File: config.mk
export PLATFORM = sky130hd
export DESIGN_NAME = edd_lane
export DESIGN_NICKNAME = d
export VERILOG_FILES = /design/src/rtl/core/error_diffusion_dither_defines.svh /design/src/rtl/core/edd_pkg.sv /design/src/rtl/core/edd_lane.sv
export SDC_FILE = /design/constraint.sdc
export NUM_CORES = 1
export LEC_CHECK = 0
export BUFFER_PORTS_ARGS = -buffer_cell sky130_fd_sc_hd__buf_2
export CAP_MARGIN = 0
export CELL_PAD_IN_SITES_DETAIL_PLACEMENT = 0
export CELL_PAD_IN_SITES_GLOBAL_PLACEMENT = 1
export CORE_MARGIN = 2
export CORE_UTILIZATION = 47
export CTS_CLUSTER_DIAMETER = 30
export DETAILED_ROUTE_END_ITERATION = 7
export PLACE_DENSITY = 0.79
export SLEW_MARGIN = 30
export SYNTH_ARGS = -nofsm -noshare
export SYNTH_HDL_FRONTEND = slang
export SYNTH_SLANG_ARGS = --single-unit
export TNS_END_PERCENT = 30
File: constraint.sdc
create_clock -name clk -period 17.55 [get_ports clk]
set_input_delay 2.6325 -clock clk [delete_from_list [all_inputs] [get_ports clk]]
set_output_delay 2.6325 -clock clk [all_outputs]
set_load 0.03 [all_outputs]
File: src/rtl/core/error_diffusion_dither_defines.svh
// ----------------------------------------------------------------------------
// error_diffusion_dither_defines
// Assertion helpers for the error diffusion dither block.
// ----------------------------------------------------------------------------
// Every check is clocked on the rising edge of clk and is off while arst_n is low.
`ifndef ERROR_DIFFUSION_DITHER_DEFINES_SVH
`define ERROR_DIFFUSION_DITHER_DEFINES_SVH

// Same-cycle implication.
`define EDD_ASSERT_SAME(label, ante, cons, msg) \
	label: assert property (@(posedge clk) disable iff (!arst_n) (ante) |-> (cons)) \
		else $error(msg);

// Next-cycle implication.
`define EDD_ASSERT_NEXT(label, ante, cons, msg) \
	label: assert property (@(posedge clk) disable iff (!arst_n) (ante) |=> (cons)) \
		else $error(msg);

`endif

File: src/rtl/core/edd_pkg.sv
// ----------------------------------------------------------------------------
// edd_pkg
// Shared constants and types of the error diffusion dither block.
// ----------------------------------------------------------------------------
`default_nettype none

package edd_pkg;

	// Pixel channel level width.
	localparam int LEVEL_W = 8;
	// Line length register width and its reset value.
	localparam int LEN_W = 11;
	localparam logic [LEN_W-1:0] LEN_RESET = 11'd1024;
	// Default storage and error word sizes.
	localparam int MAX_LINE_DEF = 1024;
	localparam int ERROR_BITS_DEF = 14;
	// One lane per color channel.
	localparam int NUM_LANES = 3;

	// Per-pixel control handed to every channel lane.
	typedef struct packed {
		logic step;   // pixel leaves the compute stage this cycle
		logic clear;  // frame start: row carries read as zero
		logic first;  // first row of the frame: store reads as zero
		logic last;   // last column of the row
	} lane_ctl_t;

endpackage

`default_nettype wire

File: src/rtl/core/edd_lane.sv
// ----------------------------------------------------------------------------
// edd_lane
// One color channel: threshold, quantization error and its split into shares.
// ----------------------------------------------------------------------------
`default_nettype none

module edd_lane #(
	parameter int ERROR_BITS = edd_pkg::ERROR_BITS_DEF
) (
	input  wire                                 clk,
	input  wire                                 arst_n,
	input  wire  edd_pkg::lane_ctl_t            ctl,
	input  wire  [edd_pkg::LEVEL_W-1:0]         level,
	input  wire  signed [ERROR_BITS-1:0]        store_err,
	output logic                                dot,
	output logic signed [ERROR_BITS-1:0]        left_entry,
	output logic signed [ERROR_BITS-1:0]        own_entry
);
	import edd_pkg::*;

	localparam int EB = ERROR_BITS;
	localparam int XW = EB + 4;
	localparam logic signed [XW-1:0] SAT_HI = {{(XW-EB+1){1'b0}}, {(EB-1){1'b1}}};
	localparam logic signed [XW-1:0] SAT_LO = {{(XW-EB+1){1'b1}}, {(EB-1){1'b0}}};
	localparam logic signed [XW-1:0] MIDPOINT = XW'(2048);
	localparam logic signed [XW-1:0] FULL_SCALE = XW'(4080);

	function automatic logic signed [EB-1:0] sat(input logic signed [XW-1:0] x);
		logic signed [EB-1:0] r;
		if (x > SAT_HI) begin
			r = SAT_HI[EB-1:0];
		end else if (x < SAT_LO) begin
			r = SAT_LO[EB-1:0];
		end else begin
			r = x[EB-1:0];
		end
		return r;
	endfunction

	// Row carries: right neighbor share, pending entries for columns c-1 and c.
	logic signed [EB-1:0] right_q, lp_left_q, lp_own_q;

	logic signed [EB-1:0] st_err, rc, lp_left, lp_own, owed;
	logic signed [XW-1:0] lev16, e, q, q3, q5, s1, s3, s5, s7;
	logic signed [EB-1:0] lp_left_nx, lp_own_nx, right_nx;

	// Owed error and threshold.
	always_comb begin
		st_err  = ctl.first ? '0 : store_err;
		rc      = ctl.clear ? '0 : right_q;
		lp_left = ctl.clear ? '0 : lp_left_q;
		lp_own  = ctl.clear ? '0 : lp_own_q;
		owed    = sat(XW'(st_err) + XW'(rc));
		lev16   = XW'({level, 4'b0000});
		e       = lev16 + XW'(owed);
		dot     = (e >= MIDPOINT);
		q       = dot ? (e - FULL_SCALE) : e;
	end

	// Shares in 1/16 steps, floored; the right share takes the remainder.
	always_comb begin
		q3 = (q <<< 1) + q;
		q5 = (q <<< 2) + q;
		s3 = q3 >>> 4;
		s5 = q5 >>> 4;
		s1 = q >>> 4;
		s7 = q - s3 - s5 - s1;
		left_entry = sat(XW'(lp_left) + s3);
		lp_left_nx = sat(XW'(lp_own) + s5);
		lp_own_nx  = sat(s1);
		right_nx   = sat(s7);
		own_entry  = lp_left_nx;
	end

	// Carry update; the end of a row drops everything still owed along it.
	always_ff @(posedge clk or negedge arst_n) begin
		if (!arst_n) begin
			right_q   <= '0;
			lp_left_q <= '0;
			lp_own_q  <= '0;
		end else if (ctl.step) begin
			if (ctl.last) begin
				right_q   <= '0;
				lp_left_q <= '0;
				lp_own_q  <= '0;
			end else begin
				right_q   <= right_nx;
				lp_left_q <= lp_left_nx;
				lp_own_q  <= lp_own_nx;
			end
		end
	end

endmodule

`default_nettype wire

### Word-level counts from Yosys, hierarchy flattened

Cells that the tools add are included.

* $add $sub $neg: 10
* order comparisons: 11
* muxes and demuxes: 18

Operators by type and width (count)
* two-way mux 14 bit: 17
* subtractor 18 x 14 -> 18 bit: 3
* adder 14 x 14 -> 15 bit: 3
* > comparator 15 x 14 -> 1 bit (second input constant): 3
* < comparator 15 x 14 -> 1 bit (second input constant): 3
* adder 18 bit: 2
* > comparator 18 x 14 -> 1 bit (second input constant): 1
* < comparator 18 x 14 -> 1 bit (second input constant): 1
* two-way mux 18 bit: 1
* subtractor 15 x 13 -> 16 bit (second input constant): 1
* adder 13 x 14 -> 15 bit: 1
* >= comparator 15 x 13 -> 1 bit (second input constant): 1
* > comparator 14 bit (second input constant): 1
* < comparator 14 bit (second input constant): 1

* word-level logic and storage cells: 42
* flip-flop bits (word level): 42

### Longest topological paths before layout

Gate-level depths: netlist of the first run.

* word-level depth: 16
* mapped depth: 53

### Least setup slack after synthesis of the first run

No wires, ideal clock.

* path type: input to output
* from: in ctl[2] in the netlist's numbering
* to: out own_entry[11]
* cell stages on the path: 42
* arrival: 11.951 ns
* path slack: 2.967 ns
* required time: 14.917 ns
* buffers on the path: 4
* cell sequence: clkbuf_1 clkbuf_1 nor2b_1 ha_1 o211ai_1 o21ai_2 nand3_2 a2111oi_2 nor2_1 clkbuf_1 o21ai_0 ha_1 inv_1 fa_1 nor2b_1 o31a_1 o221a_2 o221a_2 (+6 left out) o31ai_1 nor2_1 o31ai_1 o211a_1 nor2_1 maj3_1 xor2_1 ha_1 nor2b_1 or2_2 and3_1 a221oi_2 a21oi_1 o211ai_1 a21boi_2 buf_2 a211oi_1 nor2_1

* longest elaborated chain between the ends: 13
* elaborated cells on any way between the ends: 17
* those cells by class: add/sub (5); order compare (5); mux (7)

Ends and longest elaborated chain
* start, declared: RTL line edd_lane.sv:12 `input wire edd_pkg::lane_ctl_t ctl,`
* two-way mux 14 bit *: RTL line edd_lane.sv:50 `rc = ctl.clear ? '0 : right_q;`
* adder 14 x 14 -> 15 bit *: RTL line edd_lane.sv:53 `owed = sat(XW'(st_err) + XW'(rc));`
* < comparator 15 x 14 -> 1 bit: RTL line edd_lane.sv:32 `end else if (x < SAT_LO) begin`
* two-way mux 14 bit: RTL line edd_lane.sv:32
* two-way mux 14 bit *: RTL line edd_lane.sv:30 `if (x > SAT_HI) begin`
* adder 13 x 14 -> 15 bit *: RTL line edd_lane.sv:55 `e = lev16 + XW'(owed);`
* >= comparator 15 x 13 -> 1 bit *: RTL line edd_lane.sv:56 `dot = (e >= MIDPOINT);`
* via dot: RTL line edd_lane.sv:15 `output logic dot,`
* two-way mux 18 bit *: RTL line edd_lane.sv:57 `q = dot ? (e - FULL_SCALE) : e;`
* adder 18 bit *: RTL line edd_lane.sv:63 `q5 = (q <<< 2) + q;`
* adder 14 x 14 -> 15 bit *: RTL line edd_lane.sv:69 `lp_left_nx = sat(XW'(lp_own) + s5);`
* < comparator 15 x 14 -> 1 bit: RTL line edd_lane.sv:32
* two-way mux 14 bit: RTL line edd_lane.sv:32
* two-way mux 14 bit *: RTL line edd_lane.sv:30
* end, declared: RTL line edd_lane.sv:17 `output logic signed [ERROR_BITS-1:0] own_entry`

Mark *: on every way through the listed nets, which the timed path passes. The rest lies on a longest branch.

### Final worst setup path of the first run

* from: in ctl[2] in the netlist's numbering
* to: out own_entry[0]

* longest elaborated chain between the ends: 13
* elaborated cells on any way between the ends: 17
* those cells by class: add/sub (5); order compare (5); mux (7)

Ends and longest elaborated chain (RTL line)
* two-way mux 14 bit: edd_lane.sv:50
* adder 14 x 14 -> 15 bit: edd_lane.sv:53
* < comparator 15 x 14 -> 1 bit: edd_lane.sv:32
* two-way mux 14 bit: edd_lane.sv:32
* two-way mux 14 bit: edd_lane.sv:30
* adder 13 x 14 -> 15 bit: edd_lane.sv:55
* subtractor 15 x 13 -> 16 bit or >= comparator 15 x 13 -> 1 bit (tied branches): edd_lane.sv:57, edd_lane.sv:56
* two-way mux 18 bit: edd_lane.sv:57
* adder 18 bit: edd_lane.sv:63
* adder 14 x 14 -> 15 bit *: edd_lane.sv:69
* < comparator 15 x 14 -> 1 bit: edd_lane.sv:32
* two-way mux 14 bit: edd_lane.sv:32
* two-way mux 14 bit *: edd_lane.sv:30

Every way passes the cells marked *; elsewhere a longest branch is shown, timed or not.

==> summary.md, run 1 <==
| Metric | Value |
|---|---|
| Hold Path End | `lp_own_q[10]` |
| Unrepaired setup endpoints after global routing | `no` |
| Critical Path Start Type | `primary input` |
| Vias in the first global route | `roughly 7000` |
| CP required | `14.92 ns` |
| # hold bufs at CTS | `0` |
| Crit Path Category | `in2out` |
| Clk root buf | `clkbuf_16` |
| Die Width | `approximately 130 µm` |
| EDFF count, synth | `0` |
| Reg2reg setup slack | `about 4.8 ns` |
| Top-area cell type share of the netlist area | `between 10% and 20%` |
| Clock Latency Late Sink | `a little under 0.3 ns` |
| Post-Syn Nets | `about 1200` |
| Max Cap Violations | `0` |
| Largest net degree at the start of global routing | `41` |
| Tcrit/Tclk final | `between 90% and 100%` |
| Worst-path maximum fanout | `27` |
| CP peak stage delay | `between 0.6 and 0.7 ns` |
| Crit path time final | `around 16 ns` |
| Chip Height | `around 130 µm` |
| Post-Syn Area | `8060 µm²` |
| RR Endpoint | `right_q[12]` |
| CP max stage cell | `xnor2_1` |
| DRC | `0` |
| Wire length per cell | `16.8 µm` |
| Top area cells in the synthesized netlist | `ha_1, dfrtp_1, xnor2_1` |
| Syn_area_per_cell | `between 7 and 8 µm²` |
| Worst-path clk slew | `approximately 0.060 ns` |
| Synth unique cells | `between 80 and 90` |
| Multi-input logic area | `roughly 6400 µm²` |
| Status | `completed` |
| Core box area | `about 17000 µm²` |
| R2R depth | `49` |
| Storage cell area | `~1000 µm²` |
| Family with the most delay on the worst path | `compound AO/OA/AOI/OAI gates` |
| Seq/Total Area, Yosys | `approximately an eighth` |
| Crit path DAT | `about 13 ns` |
| CP dominant cell by count | `nor2_1` |
| Via count | `around 7200` |
| Drt first-iter violations | `between 500 and 600` |
| Starting Density | `48.4%` |
| Setup TNS | `0 ns` |
| Num CTS Buffers | `5` |
| Antenna diodes | `0` |
| Top post-synthesis cells by count | `inv_1, ha_1, a21oi_1, xnor2_1, nor2_1` |
| Cell count after synthesis | `roughly 1000` |
| Post-CTS resize count | `0` |
| Num ports | `57` |
| Worst Hold Launch | `lp_own_q[10]` |
| IO Port Bufs | `56` |
| Vias per inst | `between 5 and 6` |
| Synthesis-to-layout area growth | `8.17%` |
| Setup violators final | `0` |
| Maximum clock insertion buffer count | `2` |
| WHS Path Cells | `1` |
| CTS sink cnt | `40` |
| Worst setup EP type | `output port` |
| Final Util | `between 50% and 60%` |
| Post-DRT Antenna Nets | `0` |
| CTS tree | `yes` |
| First drt pass iteration count | `5` |
| Worst path bufs/invs | `4` |
| Initial antenna violation count | `0` |
| Cell Rows | `47` |
| Ys async rst share | `100%` |
| Final hold violation count | `0` |
| H-tree depth | `2` |
| Slew Limit Fails | `0` |
| Cell taking the most area after synthesis | `ha_1` |
| Nets | `~1200` |
| GRT overflow | `0` |
| GP Congestion | `0.949` |
| Synth warn | `0` |
| Die area | `between 15000 and 20000 µm²` |
| Fmax achieved | `between 0.06 and 0.07 GHz` |
| Slew @ Worst Pin | `roughly 0.85 ns` |
| First-pass GRT wire length | `roughly 36000 µm` |
| Most common cell in the netlist | `inv_1` |
| Gr usage total | `roughly 25%` |
| Dpl hpwl | `18000 µm` |
| FF-to-FF Start | `right_q[0]` |
| Slew HR | `between 40% and 50%` |
| Final-layout fill cell count | `between 1500 and 2000` |
| Post-CTS Setup Repair Bufs | `0` |
| Clock skew | `between 0.007 and 0.008 ns` |
| WL final | `21700 µm` |
| Fraction of layout instances using a drive strength above 1 | `12.1%` |
| Yosys reg bits | `40` |
| Hold Path Class | `reg2reg` |
| Main synth FF type | `dfrtp_1` |
sequential cells by signal, indices dropped and copies added, names as in the netlist:
signal     cells
lp_left_q     14
lp_own_q      12
right_q       14
how the worst max path moves through the flow:
stage	startpoint	endpoint	slack (ns)	cells after the start
finish	ctl[2]	own_entry[0]	1.46	43
global route	ctl[2]	own_entry[0]	0.59	43
CTS	ctl[2]	own_entry[0]	1.54	43
detailed placement	ctl[2]	own_entry[0]	1.55	43
global placement	ctl[2]	own_entry[2]	1.97	42
floorplan	ctl[2]	own_entry[11]	2.97	42
cell type report:
type	count	area share, %
Clock buffer	6	1.48
Clock inverter	2	0.402
Inverter	132	5.69
Multi-Input combinational cell	825	73.8
Sequential cell	40	11.5
Tap cell	220	3.16
Timing Repair Buffer	65	4.02
through the flow:
step | std cells | hold slack [ns] | instance area, µm² | setup slack [ns]
6_report | 1290 | 0.477 | 8710 | 1.46
3_5_place_dp | 1282 | 0.466 | 8550 | 1.55
2_1_floorplan | 1026 | 0.449 | 8060 | 2.97
4_1_cts | 1290 | 0.484 | 8710 | 1.54
5_1_grt | 1290 | 0.500 | 8710 | 0.591
3_3_place_gp | 1282 | 0.465 | 8550 | 1.97
routing by layer:
metal | global-route usage [%] | routed length, µm
met5 | 0 | 0
met4 | 4.85 | 278
met3 | 2.40 | 932
met2 | 38.6 | 9380
met1 | 36.9 | 11100
cell families (layout without fill, tap and decap cells):
| logic type | count (synthesis) | in the layout | share of synthesized area [%] |
|---|---|---|---|
| xor gates and xnor gates | 102 | 102 | 11.8 |
| buffers and inverters | 161 | 205 | 7.87 |
| DFF | 40 | 40 | 12.4 |
| AOI/OAI and AO/OA | 300 | 300 | 26.2 |
| adders and majority gates | 132 | 132 | 22.7 |
| muxes | 4 | 4 | 0.544 |
| and+or+nand+nor | 287 | 287 | 18.4 |
placed cells by master, fill, tap and decap left out, types with 17 or more instances in the layout:
cell,count
a21o_1,22
a21oi_1,80
buf_2,55
dfrtp_1,40
fa_1,27
ha_1,94
inv_1,127
nand2_1,60
nand3_1,28
nor2_1,68
nor2b_1,53
o21ai_0,56
o21bai_1,17
xnor2_1,70
xor2_1,27
Power of run 1 is left out: the tool's default activity adds up to more than one toggle a clock period on the data nets, which glitch-free logic cannot reach.
==> run 2: changes to the inputs <==
- PLACE_DENSITY: 0.79 -> 0.8
- RECOVER_POWER: not set -> 100
==> summary.md, run 2 (synthesized netlist as in run 1, its figures left out) <==
| Metric | Value |
|---|---|
| Status | `completed` |
| Met3 WL | `between 1000 and 1500 µm` |
| Final-layout fill cell count | `~1700` |
| Most frequent cells in the layout | `inv_1, ha_1, a21oi_1, xnor2_1, nor2_1` |
| Worst Hold Launch | `lp_own_q[10]` |
| Dpl hpwl | `about 18000 µm` |
| Antenna diodes | `0` |
| Post-CTS Setup Repair Bufs | `0` |
| WHS Path Cells | `1` |
| Maximum clock insertion buffer count | `2` |
| Setup violators final | `0` |
| Vias per inst | `approximately 5.6` |
| Crit path time final | `around 16 ns` |
| Max Used Layer | `met4` |
| Fmax achieved | `slightly above 0.06 GHz` |
| CP max stage cell | `a21boi_2` |
| Clk root buf | `clkbuf_16` |
| CP dominant cell by count | `nor2_1` |
| Hold Path End | `lp_own_q[10]` |
| DRC | `0` |
| Core box area | `around 17000 µm²` |
| Worst-path maximum fanout | `27` |
| Reg2reg setup slack | `approximately 4.5 ns` |
| Commonest non-fill, non-tap cell in the layout | `inv_1` |
| Setup TNS | `0 ns` |
| WL final | `between 20000 and 25000 µm` |
| Unrepaired setup endpoints after global routing | `no` |
| IO Port Bufs | `56` |
| R2R depth | `45` |
| GRT overflow | `0` |
| Final hold violation count | `0` |
| Gr usage total | `~24%` |
| Chip Height | `between 100 and 150 µm` |
| Tcrit/Tclk final | `between 90% and 100%` |
| Clock skew | `a little over 0.009 ns` |
| CP required | `14.92 ns` |
| Synthesis-to-layout area growth | `7.00%` |
| Die area | `roughly 18000 µm²` |
| Slew @ Worst Pin | `about 1.4 ns` |
| H-tree depth | `2` |
| GP Congestion | `between 0.8 and 0.9` |
| RR Endpoint | `right_q[12]` |
| # hold bufs at CTS | `0` |
| Metal2 WL | `between 9000 and 10000 µm` |
| Starting Density | `48.4%` |
| Initial antenna violation count | `0` |
| Largest net degree at the start of global routing | `31` |
| Fraction of layout instances using a drive strength above 1 | `9.07%` |
| Met1 wire length | `between 10000 and 15000 µm` |
| Clock Latency Late Sink | `slightly below 0.3 ns` |
| Hold Path Class | `reg2reg` |
| Via count | `about 7200` |
| First-pass GRT wire length | `~35000 µm` |
| Vias in the first global route | `6876` |
| Cell Rows | `between 40 and 50` |
| Die Width | `about 130 µm` |
| CTS tree | `yes` |
| Post-CTS resize count | `0` |
| Max Cap Violations | `0` |
| Crit Path Category | `in2out` |
| CP peak stage delay | `between 0.6 and 0.7 ns` |
| Slew HR | `about 3.8%` |
| Num ports | `57` |
| Wire length per cell | `approximately 17 µm` |
| Drt first-iter violations | `484` |
| Crit path DAT | `13.55 ns` |
| Post-DRT Antenna Nets | `0` |
| Nets | `roughly 1200` |
| FF-to-FF Start | `right_q[5]` |
| CTS sink cnt | `40` |
| Num CTS Buffers | `5` |
| Worst-path clk slew | `0.07 ns` |
| Slew Limit Fails | `0` |
| Critical Path Start Type | `primary input` |
| First drt pass iteration count | `5` |
| Worst setup EP type | `output port` |
| Top flop regs | `lp_left_q (14), right_q (14), lp_own_q (12)` |
-- run 2: area by class of cell --
type	count	area, µm²	share of cell area [%]
clock buffers	5	125	1.45
inverters	132	495	5.75
multi-input cells	825	6390	74.2
clock inverters	3	18.8	0.218
well taps	220	275	3.19
flip-flops and latches	40	1000	11.6
repair buffers	65	310	3.60
-- run 2: through the flow --
stage	hold WS (ns)	setup slack (ns)	std cells	instance area [µm²]	utilization (%)
2_1_floorplan	0.449	2.97	1026	8060	-
3_3_place_gp	0.464	2.03	1281	8540	51.3
3_5_place_dp	0.467	1.75	1282	8560	51.4
4_1_cts	0.487	1.71	1290	8700	52.3
5_1_grt	0.505	0.297	1290	8620	51.8
6_report	0.492	1.37	1290	8620	51.8
-- run 2: how the worst max path moves through the flow --
stage,depth (start not counted),from,end,slack (ns)
after floorplan,42,ctl[2],own_entry[11],2.97
after global placement,42,ctl[2],own_entry[11],2.03
after detailed placement,42,ctl[2],own_entry[1],1.75
after CTS,42,ctl[2],own_entry[1],1.71
after global routing,42,ctl[2],own_entry[2],0.30
final,41,ctl[2],own_entry[2],1.37
-- run 2: worst max-delay path, delay by kind of cell --
| kind | cells | cell delay [ns] |
|---|---|---|
| AOI/OAI and AO/OA | 17 | 4.94 |
| and+or+nand+nor | 11 | 2.13 |
| adders and majority gates | 7 | 2.07 |
| buffers and inverters | 4 | 0.92 |
| xor gates and xnor gates | 2 | 0.79 |
-- run 2: routing by layer --
layer  global-route usage, %  vias to the layer above
li1                        -                     3684
met1                    35.8                     3355
met2                    38.2                      175
met3                    2.44                       17
met4                    5.09                        0
met5                       0                        -
Power of run 2 is left out for the same reason.
